<file path="config.mk">
export PLATFORM = sky130hd
export DESIGN_NAME = websocket_masked_frame_builder
export DESIGN_NICKNAME = d
export VERILOG_FILES = /design/src/rtl/core/wsfb_pkg.sv /design/src/rtl/core/websocket_masked_frame_builder.sv /design/src/rtl/core/wsfb_front.sv /design/src/rtl/core/wsfb_queue.sv /design/src/rtl/core/wsfb_back.sv
export SDC_FILE = /design/constraint.sdc
export NUM_CORES = 1
export LEC_CHECK = 0
export BUFFER_PORTS_ARGS = -buffer_cell sky130_fd_sc_hd__buf_2
export CAP_MARGIN = 20
export CORE_AREA = 3 3 214 216
export CTS_CLUSTER_DIAMETER = 60
export DETAILED_ROUTE_END_ITERATION = 10
export DIE_AREA = 0 0 217 219
export GPL_TIMING_DRIVEN = 0
export PLACE_DENSITY = 0.72
export SLEW_MARGIN = 20
export SYNTH_ARGS = -nofsm -noshare
export SYNTH_HDL_FRONTEND = slang
export SYNTH_SLANG_ARGS = --single-unit
</file>
<file path="constraint.sdc">
create_clock -name clock -period 9.05 [get_ports clock]
set_clock_uncertainty 0.15 [all_clocks]
set_input_delay 1.81 -clock clock [delete_from_list [all_inputs] [get_ports clock]]
set_output_delay 1.81 -clock clock [all_outputs]
set_load 0.1 [all_outputs]
</file>
<file path="src/rtl/core/wsfb_pkg.sv">
// Shared types and constants for the masked WebSocket frame builder.
// No dependencies; imported by every module of the block.
package wsfb_pkg;

   localparam logic [7:0]  FrameHead     = 8'h81;
   localparam logic [7:0]  MaskBit       = 8'h80;
   localparam logic [7:0]  MediumLenByte = 8'hFE;
   localparam logic [7:0]  LongLenByte   = 8'hFF;
   localparam logic [62:0] ShortMax      = 63'd125;
   localparam logic [62:0] MediumMax     = 63'd65535;

   localparam int QDepth = 4;
   localparam int QAw    = $clog2(QDepth);

   typedef enum logic [1:0] {
      LEN_SHORT  = 2'd0,
      LEN_MEDIUM = 2'd1,
      LEN_LONG   = 2'd2
   } len_class_type;

   // One classified request: header info (first item) and the masked byte.
   typedef struct packed {
      logic          has_header;
      len_class_type len_class;
      logic          zero_len;
      logic [62:0]   len;
      logic [31:0]   mask;
      logic [7:0]    data;
      logic          last;
   } cmd_type;

   typedef enum logic [4:0] {
      S_HEAD = 5'b00001,
      S_LEN  = 5'b00010,
      S_EXT  = 5'b00100,
      S_MASK = 5'b01000,
      S_DATA = 5'b10000
   } back_state_type;

endpackage

</file>
<file path="src/rtl/core/websocket_masked_frame_builder.sv">
// Masked WebSocket client frame builder. Each request carries one payload byte;
// the first request of a message also carries the 63-bit length and the mask key,
// and yields a header of 6 bytes (length up to 125), 8 bytes (up to 65535) or
// 14 bytes (longer) before its masked payload byte, one byte per cycle unless
// stalled, from the output register of the byte sequencer. Later payload bytes
// stream at one per cycle unless stalled. A four-entry command queue lets requests
// be taken while a header is still being sent. Zero-length messages give the header
// and mask only. Depends on wsfb_pkg, wsfb_front, wsfb_queue and wsfb_back.
module websocket_masked_frame_builder import wsfb_pkg::*; (
   input  logic          clock,
   input  logic          reset,
   input  logic          req_tvalid,
   output logic          req_tready,
   input  logic [103:0]  req_tdata,  // payload_byte, msg_length, mask_key, zero pad
   input  logic          req_tlast,  // last_of_message
   input  logic          req_tuser,  // first_of_message
   output logic          rsp_tvalid,
   input  logic          rsp_tready,
   output logic [7:0]    rsp_tdata,  // frame_byte
   output logic          rsp_tlast   // last_of_frame
);

   logic    q_push, q_full, q_pop, q_empty;
   cmd_type q_cmd, q_head;

   wsfb_front u_front (
      .clock      (clock),
      .reset      (reset),
      .req_tvalid (req_tvalid),
      .req_tready (req_tready),
      .req_tdata  (req_tdata),
      .req_tlast  (req_tlast),
      .req_tuser  (req_tuser),
      .q_full     (q_full),
      .q_push     (q_push),
      .q_cmd      (q_cmd)
   );

   wsfb_queue u_queue (
      .clock    (clock),
      .reset    (reset),
      .push     (q_push),
      .push_cmd (q_cmd),
      .full     (q_full),
      .pop      (q_pop),
      .empty    (q_empty),
      .head     (q_head)
   );

   wsfb_back u_back (
      .clock      (clock),
      .reset      (reset),
      .q_empty    (q_empty),
      .q_head     (q_head),
      .q_pop      (q_pop),
      .rsp_tvalid (rsp_tvalid),
      .rsp_tready (rsp_tready),
      .rsp_tdata  (rsp_tdata),
      .rsp_tlast  (rsp_tlast)
   );

`ifndef ASSERT_OFF
   a_no_overflow: assert property (@(posedge clock) disable iff (reset)
      q_push |-> !q_full) else $error("command queue overflow");

   a_no_underflow: assert property (@(posedge clock) disable iff (reset)
      q_pop |-> !q_empty) else $error("command queue underflow");

   a_pop_fills_output: assert property (@(posedge clock) disable iff (reset)
      q_pop |=> rsp_tvalid) else $error("command retired without an output byte");
`endif

endmodule

</file>
<file path="src/rtl/core/wsfb_front.sv">
// Front end: accepts requests, tracks message state and masks payload bytes.
// Depends on wsfb_pkg; feeds commands into wsfb_queue.
module wsfb_front import wsfb_pkg::*; (
   input  logic          clock,
   input  logic          reset,
   input  logic          req_tvalid,
   output logic          req_tready,
   input  logic [103:0]  req_tdata,  // payload_byte, msg_length, mask_key, zero pad
   input  logic          req_tlast,
   input  logic          req_tuser,  // first_of_message
   input  logic          q_full,
   output logic          q_push,
   output cmd_type       q_cmd
);

   logic [31:0] held_mask_ff, held_mask_in;
   logic [1:0]  byte_phase_ff, byte_phase_in;
   logic        inside_ff, inside_in;

   logic        accept;
   logic [7:0]  pay;
   logic [62:0] len;
   logic [31:0] key;
   logic        zero;

   assign req_tready = !q_full;
   assign accept     = req_tvalid && req_tready;
   assign pay        = req_tdata[7:0];
   assign len        = req_tdata[70:8];
   assign key        = req_tdata[102:71];
   assign zero       = (len == '0);

   always_comb begin
      held_mask_in  = held_mask_ff;
      byte_phase_in = byte_phase_ff;
      inside_in     = inside_ff;
      q_push        = 1'b0;
      q_cmd         = '0;
      q_cmd.last    = req_tlast;
      q_cmd.len     = len;
      q_cmd.mask    = key;
      q_cmd.zero_len = zero;
      if (len <= ShortMax) begin
         q_cmd.len_class = LEN_SHORT;
      end else if (len <= MediumMax) begin
         q_cmd.len_class = LEN_MEDIUM;
      end else begin
         q_cmd.len_class = LEN_LONG;
      end
      if (accept && req_tuser) begin
         q_push           = 1'b1;
         q_cmd.has_header = 1'b1;
         q_cmd.data       = pay ^ key[31:24];
         held_mask_in     = key;
         byte_phase_in    = zero ? 2'd0 : 2'd1;
         inside_in        = !zero && !req_tlast;
      end else if (accept && inside_ff) begin
         q_push        = 1'b1;
         q_cmd.data    = pay ^ held_mask_ff[{~byte_phase_ff, 3'b000} +: 8];
         byte_phase_in = byte_phase_ff + 2'd1;
         inside_in     = !req_tlast;
      end
   end

   always_ff @(posedge clock) begin
      if (reset) begin
         held_mask_ff  <= '0;
         byte_phase_ff <= '0;
         inside_ff     <= 1'b0;
      end else begin
         held_mask_ff  <= held_mask_in;
         byte_phase_ff <= byte_phase_in;
         inside_ff     <= inside_in;
      end
   end

endmodule

</file>
<file path="src/rtl/core/wsfb_queue.sv">
// Short command queue between the front end and the byte sequencer.
// Depends on wsfb_pkg for the command type and depth.
module wsfb_queue import wsfb_pkg::*; (
   input  logic    clock,
   input  logic    reset,
   input  logic    push,
   input  cmd_type push_cmd,
   output logic    full,
   input  logic    pop,
   output logic    empty,
   output cmd_type head
);

   cmd_type        q_ff [QDepth];
   logic [QAw-1:0] wr_ptr_ff, rd_ptr_ff;
   logic [QAw:0]   count_ff, count_in;

   assign full  = (count_ff == (QAw+1)'(QDepth));
   assign empty = (count_ff == '0);
   assign head  = q_ff[rd_ptr_ff];

   always_comb begin
      count_in = count_ff;
      if (push && !pop) begin
         count_in = count_ff + (QAw+1)'(1);
      end else if (pop && !push) begin
         count_in = count_ff - (QAw+1)'(1);
      end
   end

   always_ff @(posedge clock) begin
      if (push) begin
         q_ff[wr_ptr_ff] <= push_cmd;
      end
   end

   always_ff @(posedge clock) begin
      if (reset) begin
         wr_ptr_ff <= '0;
         rd_ptr_ff <= '0;
         count_ff  <= '0;
      end else begin
         if (push) begin
            wr_ptr_ff <= wr_ptr_ff + QAw'(1);
         end
         if (pop) begin
            rd_ptr_ff <= rd_ptr_ff + QAw'(1);
         end
         count_ff <= count_in;
      end
   end

endmodule

</file>
<file path="src/rtl/core/wsfb_back.sv">
// Back end: expands each queued command into frame bytes, one per cycle
// unless stalled, into a registered output stage. Depends on wsfb_pkg.
module wsfb_back import wsfb_pkg::*; (
   input  logic        clock,
   input  logic        reset,
   input  logic        q_empty,
   input  cmd_type     q_head,
   output logic        q_pop,
   output logic        rsp_tvalid,
   input  logic        rsp_tready,
   output logic [7:0]  rsp_tdata,  // frame_byte
   output logic        rsp_tlast   // last_of_frame
);

   back_state_type state_ff, state_in;
   logic [2:0]     cnt_ff, cnt_in;
   logic           valid_ff, valid_in;
   logic [7:0]     byte_ff, byte_in;
   logic           last_ff, last_in;

   logic           advance;
   logic [63:0]    len64;
   logic [2:0]     ext_idx;
   logic [2:0]     ext_end;
   logic [7:0]     mask_byte;

   assign advance   = !q_empty && (!valid_ff || rsp_tready);
   assign len64     = {1'b0, q_head.len};
   assign ext_end   = (q_head.len_class == LEN_LONG) ? 3'd7 : 3'd1;
   assign ext_idx   = ext_end - cnt_ff;
   assign mask_byte = q_head.mask[{~cnt_ff[1:0], 3'b000} +: 8];

   always_comb begin
      state_in = state_ff;
      cnt_in   = cnt_ff;
      byte_in  = byte_ff;
      last_in  = last_ff;
      valid_in = valid_ff && !rsp_tready;
      q_pop    = 1'b0;
      if (advance) begin
         valid_in = 1'b1;
         last_in  = 1'b0;
         unique case (state_ff)
            S_HEAD: begin
               if (q_head.has_header) begin
                  byte_in  = FrameHead;
                  state_in = S_LEN;
               end else begin
                  byte_in = q_head.data;
                  last_in = q_head.last;
                  q_pop   = 1'b1;
               end
            end
            S_LEN: begin
               cnt_in = '0;
               unique case (q_head.len_class)
                  LEN_SHORT: begin
                     byte_in  = MaskBit | {1'b0, q_head.len[6:0]};
                     state_in = S_MASK;
                  end
                  LEN_MEDIUM: begin
                     byte_in  = MediumLenByte;
                     state_in = S_EXT;
                  end
                  default: begin
                     byte_in  = LongLenByte;
                     state_in = S_EXT;
                  end
               endcase
            end
            S_EXT: begin
               byte_in = len64[{ext_idx, 3'b000} +: 8];
               if (cnt_ff == ext_end) begin
                  cnt_in   = '0;
                  state_in = S_MASK;
               end else begin
                  cnt_in = cnt_ff + 3'd1;
               end
            end
            S_MASK: begin
               byte_in = mask_byte;
               if (cnt_ff[1:0] == 2'd3) begin
                  cnt_in = '0;
                  if (q_head.zero_len) begin
                     last_in  = 1'b1;
                     q_pop    = 1'b1;
                     state_in = S_HEAD;
                  end else begin
                     state_in = S_DATA;
                  end
               end else begin
                  cnt_in = cnt_ff + 3'd1;
               end
            end
            S_DATA: begin
               byte_in  = q_head.data;
               last_in  = q_head.last;
               q_pop    = 1'b1;
               state_in = S_HEAD;
            end
            default: begin
               state_in = S_HEAD;
            end
         endcase
      end
   end

   always_ff @(posedge clock) begin
      if (reset) begin
         state_ff <= S_HEAD;
         cnt_ff   <= '0;
         valid_ff <= 1'b0;
      end else begin
         state_ff <= state_in;
         cnt_ff   <= cnt_in;
         valid_ff <= valid_in;
      end
   end

   always_ff @(posedge clock) begin
      byte_ff <= byte_in;
      last_ff <= last_in;
   end

   assign rsp_tvalid = valid_ff;
   assign rsp_tdata  = byte_ff;
   assign rsp_tlast  = last_ff;

endmodule

</file>
## Word-level counts from Yosys, hierarchy flattened

Memory sizes are Yosys's and may differ from the RTL's. A register that Yosys moved wholly into a read port is not among the register bits.
Cells that the tools add are included.

- $add $sub $neg: 7
- Order comparisons: 2
- Eq/ne operators: 13
- Shift-type cells: 3
- Multiplexer cells: 39
- Bitwise gates (word level): 4
- Reduce and logical (&&, ||, !) cells: 27

Operators with widths:

| cell | count |
|---|---|
| $shiftx A32 B6 Y8 | 2 |
| $shiftx A64 B7 Y8 | 1 |
| $le A63 B16 Y1 const B | 1 |
| $le A63 B7 Y1 const B | 1 |
| $logic_not A63 Y1 | 1 |
| $pmux W8 S5 | 1 |
| $mux W8 | 3 |
| $mux W5 | 4 |
| $pmux W5 S4 | 1 |
| $xor A8 B8 Y8 | 2 |
| $mux W3 | 5 |
| $mux W1 | 14 |
| $pmux W7 S2 | 1 |
| $mux W2 | 6 |
| $pmux W3 S3 | 1 |
| $logic_and A1 B1 Y1 | 8 |
| $logic_not A1 Y1 | 8 |
| $add A2 B1 Y2 const B | 3 |
| $add A3 B1 Y3 const B | 2 |
| $pmux W1 S3 | 2 |
| $eq A5 B1 Y1 const B | 1 |
| $eq A5 B2 Y1 const B | 1 |
| $eq A5 B3 Y1 const B | 1 |
| $eq A5 B4 Y1 const B | 1 |
| other kinds (19) | 24 |

- Flip-flop bits (word level): 60
- Memory bits (writable): 432
- Input bits: 110
- Output and inout port bits: 11
- Word-level logic and storage cells: 107
- Memories kept: 1

Memories:

| memory | depth | width | read ports | clocked after Yosys merged registers in | wr ports | RTL line | RTL |
|---|---|---|---|---|---|---|---|
| u_queue.q_ff | 4 | 108 | 1 | 1 | 1 | wsfb_queue.sv:14 | `cmd_type q_ff [QDepth];` |

## Logic depth before layout (Yosys ltp)

Gate-level depths: netlist of run 1.

- Depth after elaboration: 10
- Mapped depth: 12
- Gate-level depth less buffers: 10

## Cells and area by module

From an unflattened synthesis of run 1, not the netlist that was laid out.

- Cells, all modules: 1117
- Area total of the unflattened synthesis: 20463.4 µm²

Modules (own cells, without submodules):

| module | instances | cells an instance | area an instance (µm²) | sequential area each (µm²) |
|---|---|---|---|---|
| wsfb_queue | 1 | 608 | 15972.8 | 13152.6 |
| wsfb_front | 1 | 331 | 2573.7 | 700.7 |
| wsfb_back | 1 | 178 | 1916.8 | 450.4 |

## Worst setup path before layout of run 1

Ideal clock, no wire load.

- Kind: input -> register
- Start point: input req_tuser
- End point: memory u_queue.q_ff[0][0] (netlist name) (enable)
- Library setup time: 0.589 ns
- Arrival: 7.149 ns
- Required time: 8.311 ns
- Slack: 1.162 ns
- Cell stages on the path: 4
- Path buffers: 1
- Cell sequence: nand3_1 -> and2_1 -> clkbuf_1 -> nor2b_1

- Word-level cells in the longest chain between the ends: 4

Ends and longest elaborated chain:

| what | RTL line | RTL |
|---|---|---|
| start, declared | websocket_masked_frame_builder.sv:16 | `input logic req_tuser,` |
| $logic_and A1 B1 Y1 | wsfb_front.sv:50 | `if (accept && req_tuser) begin` |
| $mux W1 | wsfb_front.sv:50 |  |
| $mux W1 | wsfb_queue.sv:32 | `if (push) begin` |
| $mux W1 (implied by the code) | wsfb_queue.sv:33 | `q_ff[wr_ptr_ff] <= push_cmd;` |
| end, declared | wsfb_queue.sv:14 |  |

Every way passes these cells.

==> metrics.cfg, run 1 <==
[run_status]
status=finished, final reports clean

[place]
pre_cts_ws_ns=4.50
io_buffers=118
hpwl_mm=33.5
gp_congestion=0.903
placed_cells=1797
place_area_um2=21600

[worst_setup_path]
worst_path_max_delay_cell=clkbuf_1
crit_fanout=10
cp_data_arrival_time_ns=4.40
crit_path_end_kind=flip-flop
worstPathRequired_ns=9.19
path_cells=buf_6 -> mux4_2 -> nor2b_2 -> inv_1 -> ha_1 -> buf_1 -> clkbuf_1 -> mux4_2 -> and3_1 -> a311o_1
crit_type=flip-flop to flip-flop
crit_path_start_kind=flip-flop
cpMostUsedCell=mux4_2
slowest_delay_ns=0.70

[detailed_routing]
dr.pass1.iters=5
routed-wl-met3_mm=3.34
routed_wl_mm=48.0
dr_total_vias=10983
drc=0
viasPerCell=5.84
antenna_left=0
wl_per_cell_um=25.5
wl_met2_mm=23.7
highest_layer=met5
drt_iter0_drc=1259
m1WireLength_mm=19.4

[synthesis]
synth_top_area_cell=edfxtp_1
synth_area_leaders=edfxtp_1, mux4_2, dfxtp_1, nand2_1, a21oi_1
synthArstFlopShare_pct=0
ys_seq_elements=494
yosysUniqueCellTypes=62
synth_cells=1066
synthTopCellsByCount=edfxtp_1, mux4_2, nand2_1, dfxtp_1, a21oi_1
synth_top_area_share_pct=66.9
synth-edff-count=441
ys_warn_count=0
synthFlopType=edfxtp_1
syn_area_um2=19800
syn_avg_cell_area_um2=18.6
yosysMostFrequentCell=edfxtp_1
yosysSeqAreaShare_pct=72.2
syn_nets=1185

[clock_network]
cts_max_path_buffers=3
clock-sinks=494
path_clk_slew_ns=0.06
cts_tree=yes
htree_levels=2
cts_setup_buffers=0
cts-root-buf=clkbuf_16
insertion_delay_ns=0.56
hold_buffers=0
cts_resized=0
numCtsBuffers=46

[cells_and_area]
drive_above_1_share_pct=28.3
finalNetCount=1372
finalInstanceArea_um2=23200
fill_cells=3500
finalNonFillerCells=1881
syn_to_final_growth_pct=16.9
finalCoreUtilization_pct=52.5

[power_and_ir_drop]
power_density_nw_per_um2=267
power_mw=6.18
p_leak_nw=7.46
ir_worst_vdd_uv=146

[die]
io_pins=121
die_y_um=219
num_rows=77
dieArea_um2=47500
coreArea_um2=44100
die_w_um=217
start_util_pct=44.9

[timing]
setup_tns_ns=0
slew_headroom_pct=24.1
drv_slew=0
fmax_mhz=235
hold_ws_ns=0.306
worstMarginPinSlew_ns=1.14
fin_ws_ns=4.79
setup_viol=0
period_share_pct=47.1
finalCriticalPeriod_ns=4.26
rsz0062_at_grt=false
finalHoldViolations=0

[flow_run]
maxCapViolCount=0

[global_routing]
grt_max_degree=23
grt_pass1_wl_mm=71.7
grtUsageTotal_pct=20.3
grt_antenna_before_repair=5
first_global_vias=11183
grt-ovfl-total=0

[worst_hold_path]
hold_class=flip-flop to flip-flop

==> area by class of cell <==
type / count / area [µm²] / area share, %
diodes: 1 / 2.50 / 0.0108
plain buffers: 59 / 288 / 1.24
clock buffers: 65 / 1320 / 5.68
clock inverters: 18 / 208 / 0.897
inverters: 21 / 78.8 / 0.340
multi-input cells: 492 / 5170 / 22.3
flip-flops and latches: 494 / 14300 / 61.8
well taps: 592 / 741 / 3.20
repair buffers: 139 / 1050 / 4.54
==> worst paths after layout <==
path | from | end | slack (ns) | cells after the start
worst min register to register | u_front.held_mask_ff[31]$_SDFFE_PP0N_ | u_front.held_mask_ff[31]$_SDFFE_PP0N_ | 0.31 | 2
worst max-delay path | flip-flop | u_back.rsp_tdata[1]$_DFFE_PP_ | 4.79 | 10
worst min-delay path | u_front.held_mask_ff[31]$_SDFFE_PP0N_ | u_front.held_mask_ff[31]$_SDFFE_PP0N_ | 0.31 | 2
worst max register to register | flip-flop | u_back.rsp_tdata[1]$_DFFE_PP_ | 4.79 | 10
==> power by group <==
| group | internal [mW] | total (mW) | switching, mW |
|---|---|---|---|
| registers | 2.67 | 2.72 | 0.0555 |
| logic | 0.607 | 1.51 | 0.903 |
| clock network | 1.15 | 1.95 | 0.799 |
| total | 4.43 | 6.18 | 1.76 |
==> layer usage <==
layer	vias up	GRT usage, %
met5	-	0
met4	8	7.05
met3	100	4.11
met2	458	33.0
met1	5693	27.7
li1	4724	-
==> flip-flops by register name, indices dropped and copies added, names as in the netlist, named ones only <==
signal / count
u_back.rsp_tlast: 1
u_front.held_mask_ff: 32
u_front.inside_ff: 1
u_queue.q_ff: 432
u_queue.rd_ptr_ff: 2
u_back.cnt_ff: 3
u_queue.count_ff: 3
u_back.rsp_tdata: 8
u_front.byte_phase_ff: 2
u_queue.wr_ptr_ff: 2
u_back.rsp_tvalid: 1
u_back.state_ff: 5
==> cells in the final DEF (no fill, tap or decap), drive strengths merged, types with 13 or more instances in the layout <==
master	netlist	layout
edfxtp	441	441
clkbuf	33	98
inv	20	20
buf	26	165
nor2	18	18
dfxtp	53	53
mux4	128	128
nor4	14	14
mux2i	20	20
nand3	14	14
clkinv	1	13
a21oi	48	48
nand2	83	83
o21ai	25	25
==> critical path: cells and delay by family (launching register included) <==
family / cells / cell delay, ns
buffers and inverters: 4 / 1.45
multiplexers: 2 / 1.00
AND/OR/NAND/NOR: 2 / 0.43
AO/OA/AOI/OAI: 1 / 0.35
flip-flops: 1 / 0.33
adder cells (fa/ha/maj): 1 / 0.28
==> cells by family after synthesis <==
family / synth area share [%]
DFF: 72.2
and+or+nand+nor: 4.64
muxes: 16.1
AOI/OAI and AO/OA: 4.08
buffers and inverters: 1.85
xor gates and xnor gates: 0.537
adders and majority gates: 0.606
Note: power is estimated with default switching activity, not from simulation.
==> inputs of run 2 (changes only) <==
--- a/config.mk
+++ b/config.mk
@@ -5,14 +5,15 @@
 export SDC_FILE = /design/constraint.sdc
 export NUM_CORES = 1
 export LEC_CHECK = 0
+export ABC_AREA = 1
 export BUFFER_PORTS_ARGS = -buffer_cell sky130_fd_sc_hd__buf_2
 export CAP_MARGIN = 20
-export CORE_AREA = 3 3 214 216
+export CORE_AREA = 3 3 219 221
 export CTS_CLUSTER_DIAMETER = 60
 export DETAILED_ROUTE_END_ITERATION = 10
-export DIE_AREA = 0 0 217 219
+export DIE_AREA = 0 0 222 224
 export GPL_TIMING_DRIVEN = 0
-export PLACE_DENSITY = 0.72
+export PLACE_DENSITY = 0.74
 export SLEW_MARGIN = 20
 export SYNTH_ARGS = -nofsm -noshare
 export SYNTH_HDL_FRONTEND = slang
==> constraint.sdc (replaced) <==
create_clock -name clock -period 3.7 [get_ports clock]
set_clock_uncertainty 0.15 [all_clocks]
set_input_delay 0.74 -clock clock [delete_from_list [all_inputs] [get_ports clock]]
set_output_delay 0.74 -clock clock [all_outputs]
set_load 0.1 [all_outputs]
==> metrics.cfg, run 2 <==
[synthesis]
synthArstFlopShare_pct=0  ; unchanged
ys_warn_count=0  ; unchanged
synth_top_area_cell=edfxtp_1
synthTopCellsByCount=nand2_1, edfxtp_1, nand3_1, nor2_1, o21ai_0
synthFlopType=edfxtp_1
synth-edff-count=441  ; unchanged
synth_area_leaders=edfxtp_1, nand2_1, nand3_1, dfxtp_1, nor2_1
syn_avg_cell_area_um2=10.9  ; -41%
syn_area_um2=20600  ; +4.1%
yosysSeqAreaShare_pct=69.4  ; -2.8 points
ys_seq_elements=494  ; unchanged
yosysMostFrequentCell=nand2_1
synth_top_area_share_pct=64.2  ; -2.6 points
syn_nets=2012  ; +70%
yosysUniqueCellTypes=34  ; -45%
synth_cells=1893  ; +78%

[global_routing]
met3_usage_pct=4.43  ; +0.32 points
grt_pass1_wl_mm=91.0  ; +27%
grt_antenna_before_repair=6  ; +1
busiest_layer=met2
grt_max_degree=24  ; +4.3%
grtUsageMet1_pct=32.5  ; +4.8 points
grt-ovfl-total=0  ; unchanged
first_global_vias=15009  ; +34%
grtUsageTotal_pct=24.0  ; +3.7 points
grt_use_met2_pct=39.0  ; +6.0 points

[cells_and_area]
fill_cells=3962  ; +13%
largest_reg_flops=432  ; unchanged
final_common_cell=nand2_1
syn_to_final_growth_pct=17.3
seqCellArea_um2=14300  ; unchanged
finalInstanceArea_um2=24200  ; +4.4%
largest_register=u_queue.q_ff
final_cell_mix=nand2_1, edfxtp_1, nand3_1, buf_2, nor2_1
finalNonFillerCells=2738  ; +46%
multiInputGateArea_um2=5620  ; +8.7%
drive_above_1_share_pct=14.0  ; -14 points
finalNetCount=2204  ; +61%

[clock_network]
insertion_delay_ns=0.60  ; +0.04 ns
hold_buffers=0  ; unchanged
cts-root-buf=clkbuf_16
numCtsBuffers=51  ; +11%
cts_setup_buffers=0  ; unchanged
htree_levels=2  ; unchanged
clock-sinks=494  ; unchanged
path_clk_slew_ns=0.06  ; about the same
cts_max_path_buffers=3  ; unchanged
cts_tree=yes

[detailed_routing]
antenna_left=0  ; unchanged
viasPerCell=5.71  ; -2.2%
wl_per_cell_um=22.1  ; -14%
routed_wl_mm=60.4  ; +26%
drt_iter0_drc=2094  ; +66%
drc=0  ; unchanged
dr_total_vias=15639  ; +42%
dr.pass1.iters=6  ; +1

[worst_setup_path]
crit_path_start_kind=flip-flop
cp_data_arrival_time_ns=3.67  ; -0.73 ns
slowest_delay_ns=0.46  ; -0.24 ns
reg2reg_depth=13  ; +3
path_cells=clkbuf_4 -> nand3_1 -> nand2_2 -> nand2_2 -> ha_1 -> clkinv_1 -> nor2_4 -> buf_2 -> nand2_1 -> nand3_1 -> nand3_1 -> nand3_1 -> nand3_1
crit_type=flip-flop to flip-flop
crit_path_end_kind=flip-flop
critPathCapture=u_back.rsp_tdata[7]$_DFFE_PP_
worst_path_max_delay_cell=dfxtp_1
crit_fanout=10  ; unchanged
regToRegSetupSlack_ns=0.18  ; -4.60 ns
reg2reg_to=u_back.rsp_tdata[7]$_DFFE_PP_
worstPathRequired_ns=3.86  ; -5.33 ns
cpMostUsedCell=nand3_1

[run_status]
status=finished, final reports clean

[timing]
fmax_mhz=284  ; +21%
drv_slew=0  ; unchanged
period_share_pct=95.0  ; +48 points
hold_ws_ns=0.220  ; -0.0860 ns
rsz0062_at_grt=false
fin_ws_ns=0.185  ; -4.60 ns
finalHoldViolations=0  ; unchanged
worstMarginPinSlew_ns=0.956  ; -0.183 ns
finalCriticalPeriod_ns=3.52  ; -0.746 ns
setup_viol=0  ; unchanged
slew_headroom_pct=36.1  ; +12 points

[power_and_ir_drop]
power_density_nw_per_um2=639  ; +140%
ir_worst_vdd_uv=440  ; +200%
p_leak_nw=8.98  ; +20%

[die]
io_pins=121  ; unchanged
dieArea_um2=49700  ; +4.6%
coreArea_um2=46400  ; +5.1%
die_w_um=222  ; +2.3%
num_rows=79  ; +2.6%
start_util_pct=44.5  ; -0.41 points
die_y_um=224  ; +2.3%

[flow_run]
maxCapViolCount=0  ; unchanged

[worst_hold_path]
hold_class=input pin to flip-flop

[place]
gp_congestion=0.940  ; +4.0%
pre_cts_ws_ns=-0.0752  ; -4.58 ns
hpwl_mm=41.7  ; +24%
place_area_um2=22500  ; +4.0%
placed_cells=2639  ; +47%
io_buffers=118  ; unchanged

-- run 2: changes by cell type in the layout (fill, tap and decap cells not counted), sizes merged, moves of 20 or more --
cell / change
buf: +41
o21ai: +86
inv: +47
nand3: +314
a21oi: +26
mux2i: -20
nor2: +132
mux4: -128
nand2: +411
-- run 2: per-layer routing --
layer,share of wire [%],routed length [µm]
met1,39,23600
met2,47,28600
met3,9.9,5980
met4,3.6,2180
met5,0.068,41
-- run 2: stage by stage --
stage	power [mW]	utilization, %	TNS (ns)
2_1_floorplan	9.10	-	0
6_report	15.4	52.2	0
5_1_grt	16.1	52.2	0
4_1_cts	15.4	52.1	0
3_3_place_gp	10.2	47.5	-436.82
3_5_place_dp	10.3	48.5	-0.240
-- run 2: how the worst min path moves through the flow --
| stage | endpoint | from | slack, ns | cells past startpoint |
|---|---|---|---|---|
| after floorplan | u_front.held_mask_ff[10]$_SDFFE_PP0N_ | u_front.held_mask_ff[10]$_SDFFE_PP0N_ | 0.27 | 2 |
| after global placement | u_front.held_mask_ff[30]$_SDFFE_PP0N_ | u_front.held_mask_ff[30]$_SDFFE_PP0N_ | 0.28 | 2 |
| after detailed placement | u_front.held_mask_ff[12]$_SDFFE_PP0N_ | u_front.held_mask_ff[12]$_SDFFE_PP0N_ | 0.29 | 2 |
| after CTS | u_queue.q_ff[2][90]$_DFFE_PP_ | req_tdata[57] | 0.20 | 1 |
| after global routing | u_queue.q_ff[1][84]$_DFFE_PP_ | req_tdata[51] | 0.21 | 1 |
| final | u_queue.q_ff[1][102]$_DFFE_PP_ | req_tdata[69] | 0.22 | 1 |
-- run 2: layout make-up --
class	count	area share [%]
Tap cell	607	3.14
Multi-Input combinational cell	1228	23.2
Timing Repair Buffer	139	4.47
Sequential cell	494	59.1
Inverter	70	1.09
Clock buffer	64	5.64
Antenna cell	5	0.0517
Clock inverter	30	1.26
Buffer	101	1.98
-- run 2: power breakdown --
part           total, mW  switching [mW]  internal [mW]  leakage (nW)
sequential          6.76           0.153           6.61          4.45
clock               5.15            2.18           2.97         0.803
combinational       3.54            2.62          0.918          3.72
-- run 2: logic make-up after synthesis --
logic type      share of synthesized area (%)
compound gates                           5.41
buf+inv                                  3.58
flops                                    69.4
simple gates                             20.6
xor+xnor                                0.467
fa+ha+maj                               0.583
-- run 2: worst max-delay path, delay by kind of cell (launching register included) --
kind | cells | cell delay, ns
adder cells (fa/ha/maj) | 1 | 0.31
buffers and inverters | 3 | 0.98
flip-flops | 1 | 0.46
AND/OR/NAND/NOR | 9 | 1.33
-- run 2: what timing repair did --
item                       CTS  global route
pin swaps                    0             0
setup endpoints to repair    7             7
gates cloned                 0             0
resized for setup            1             2
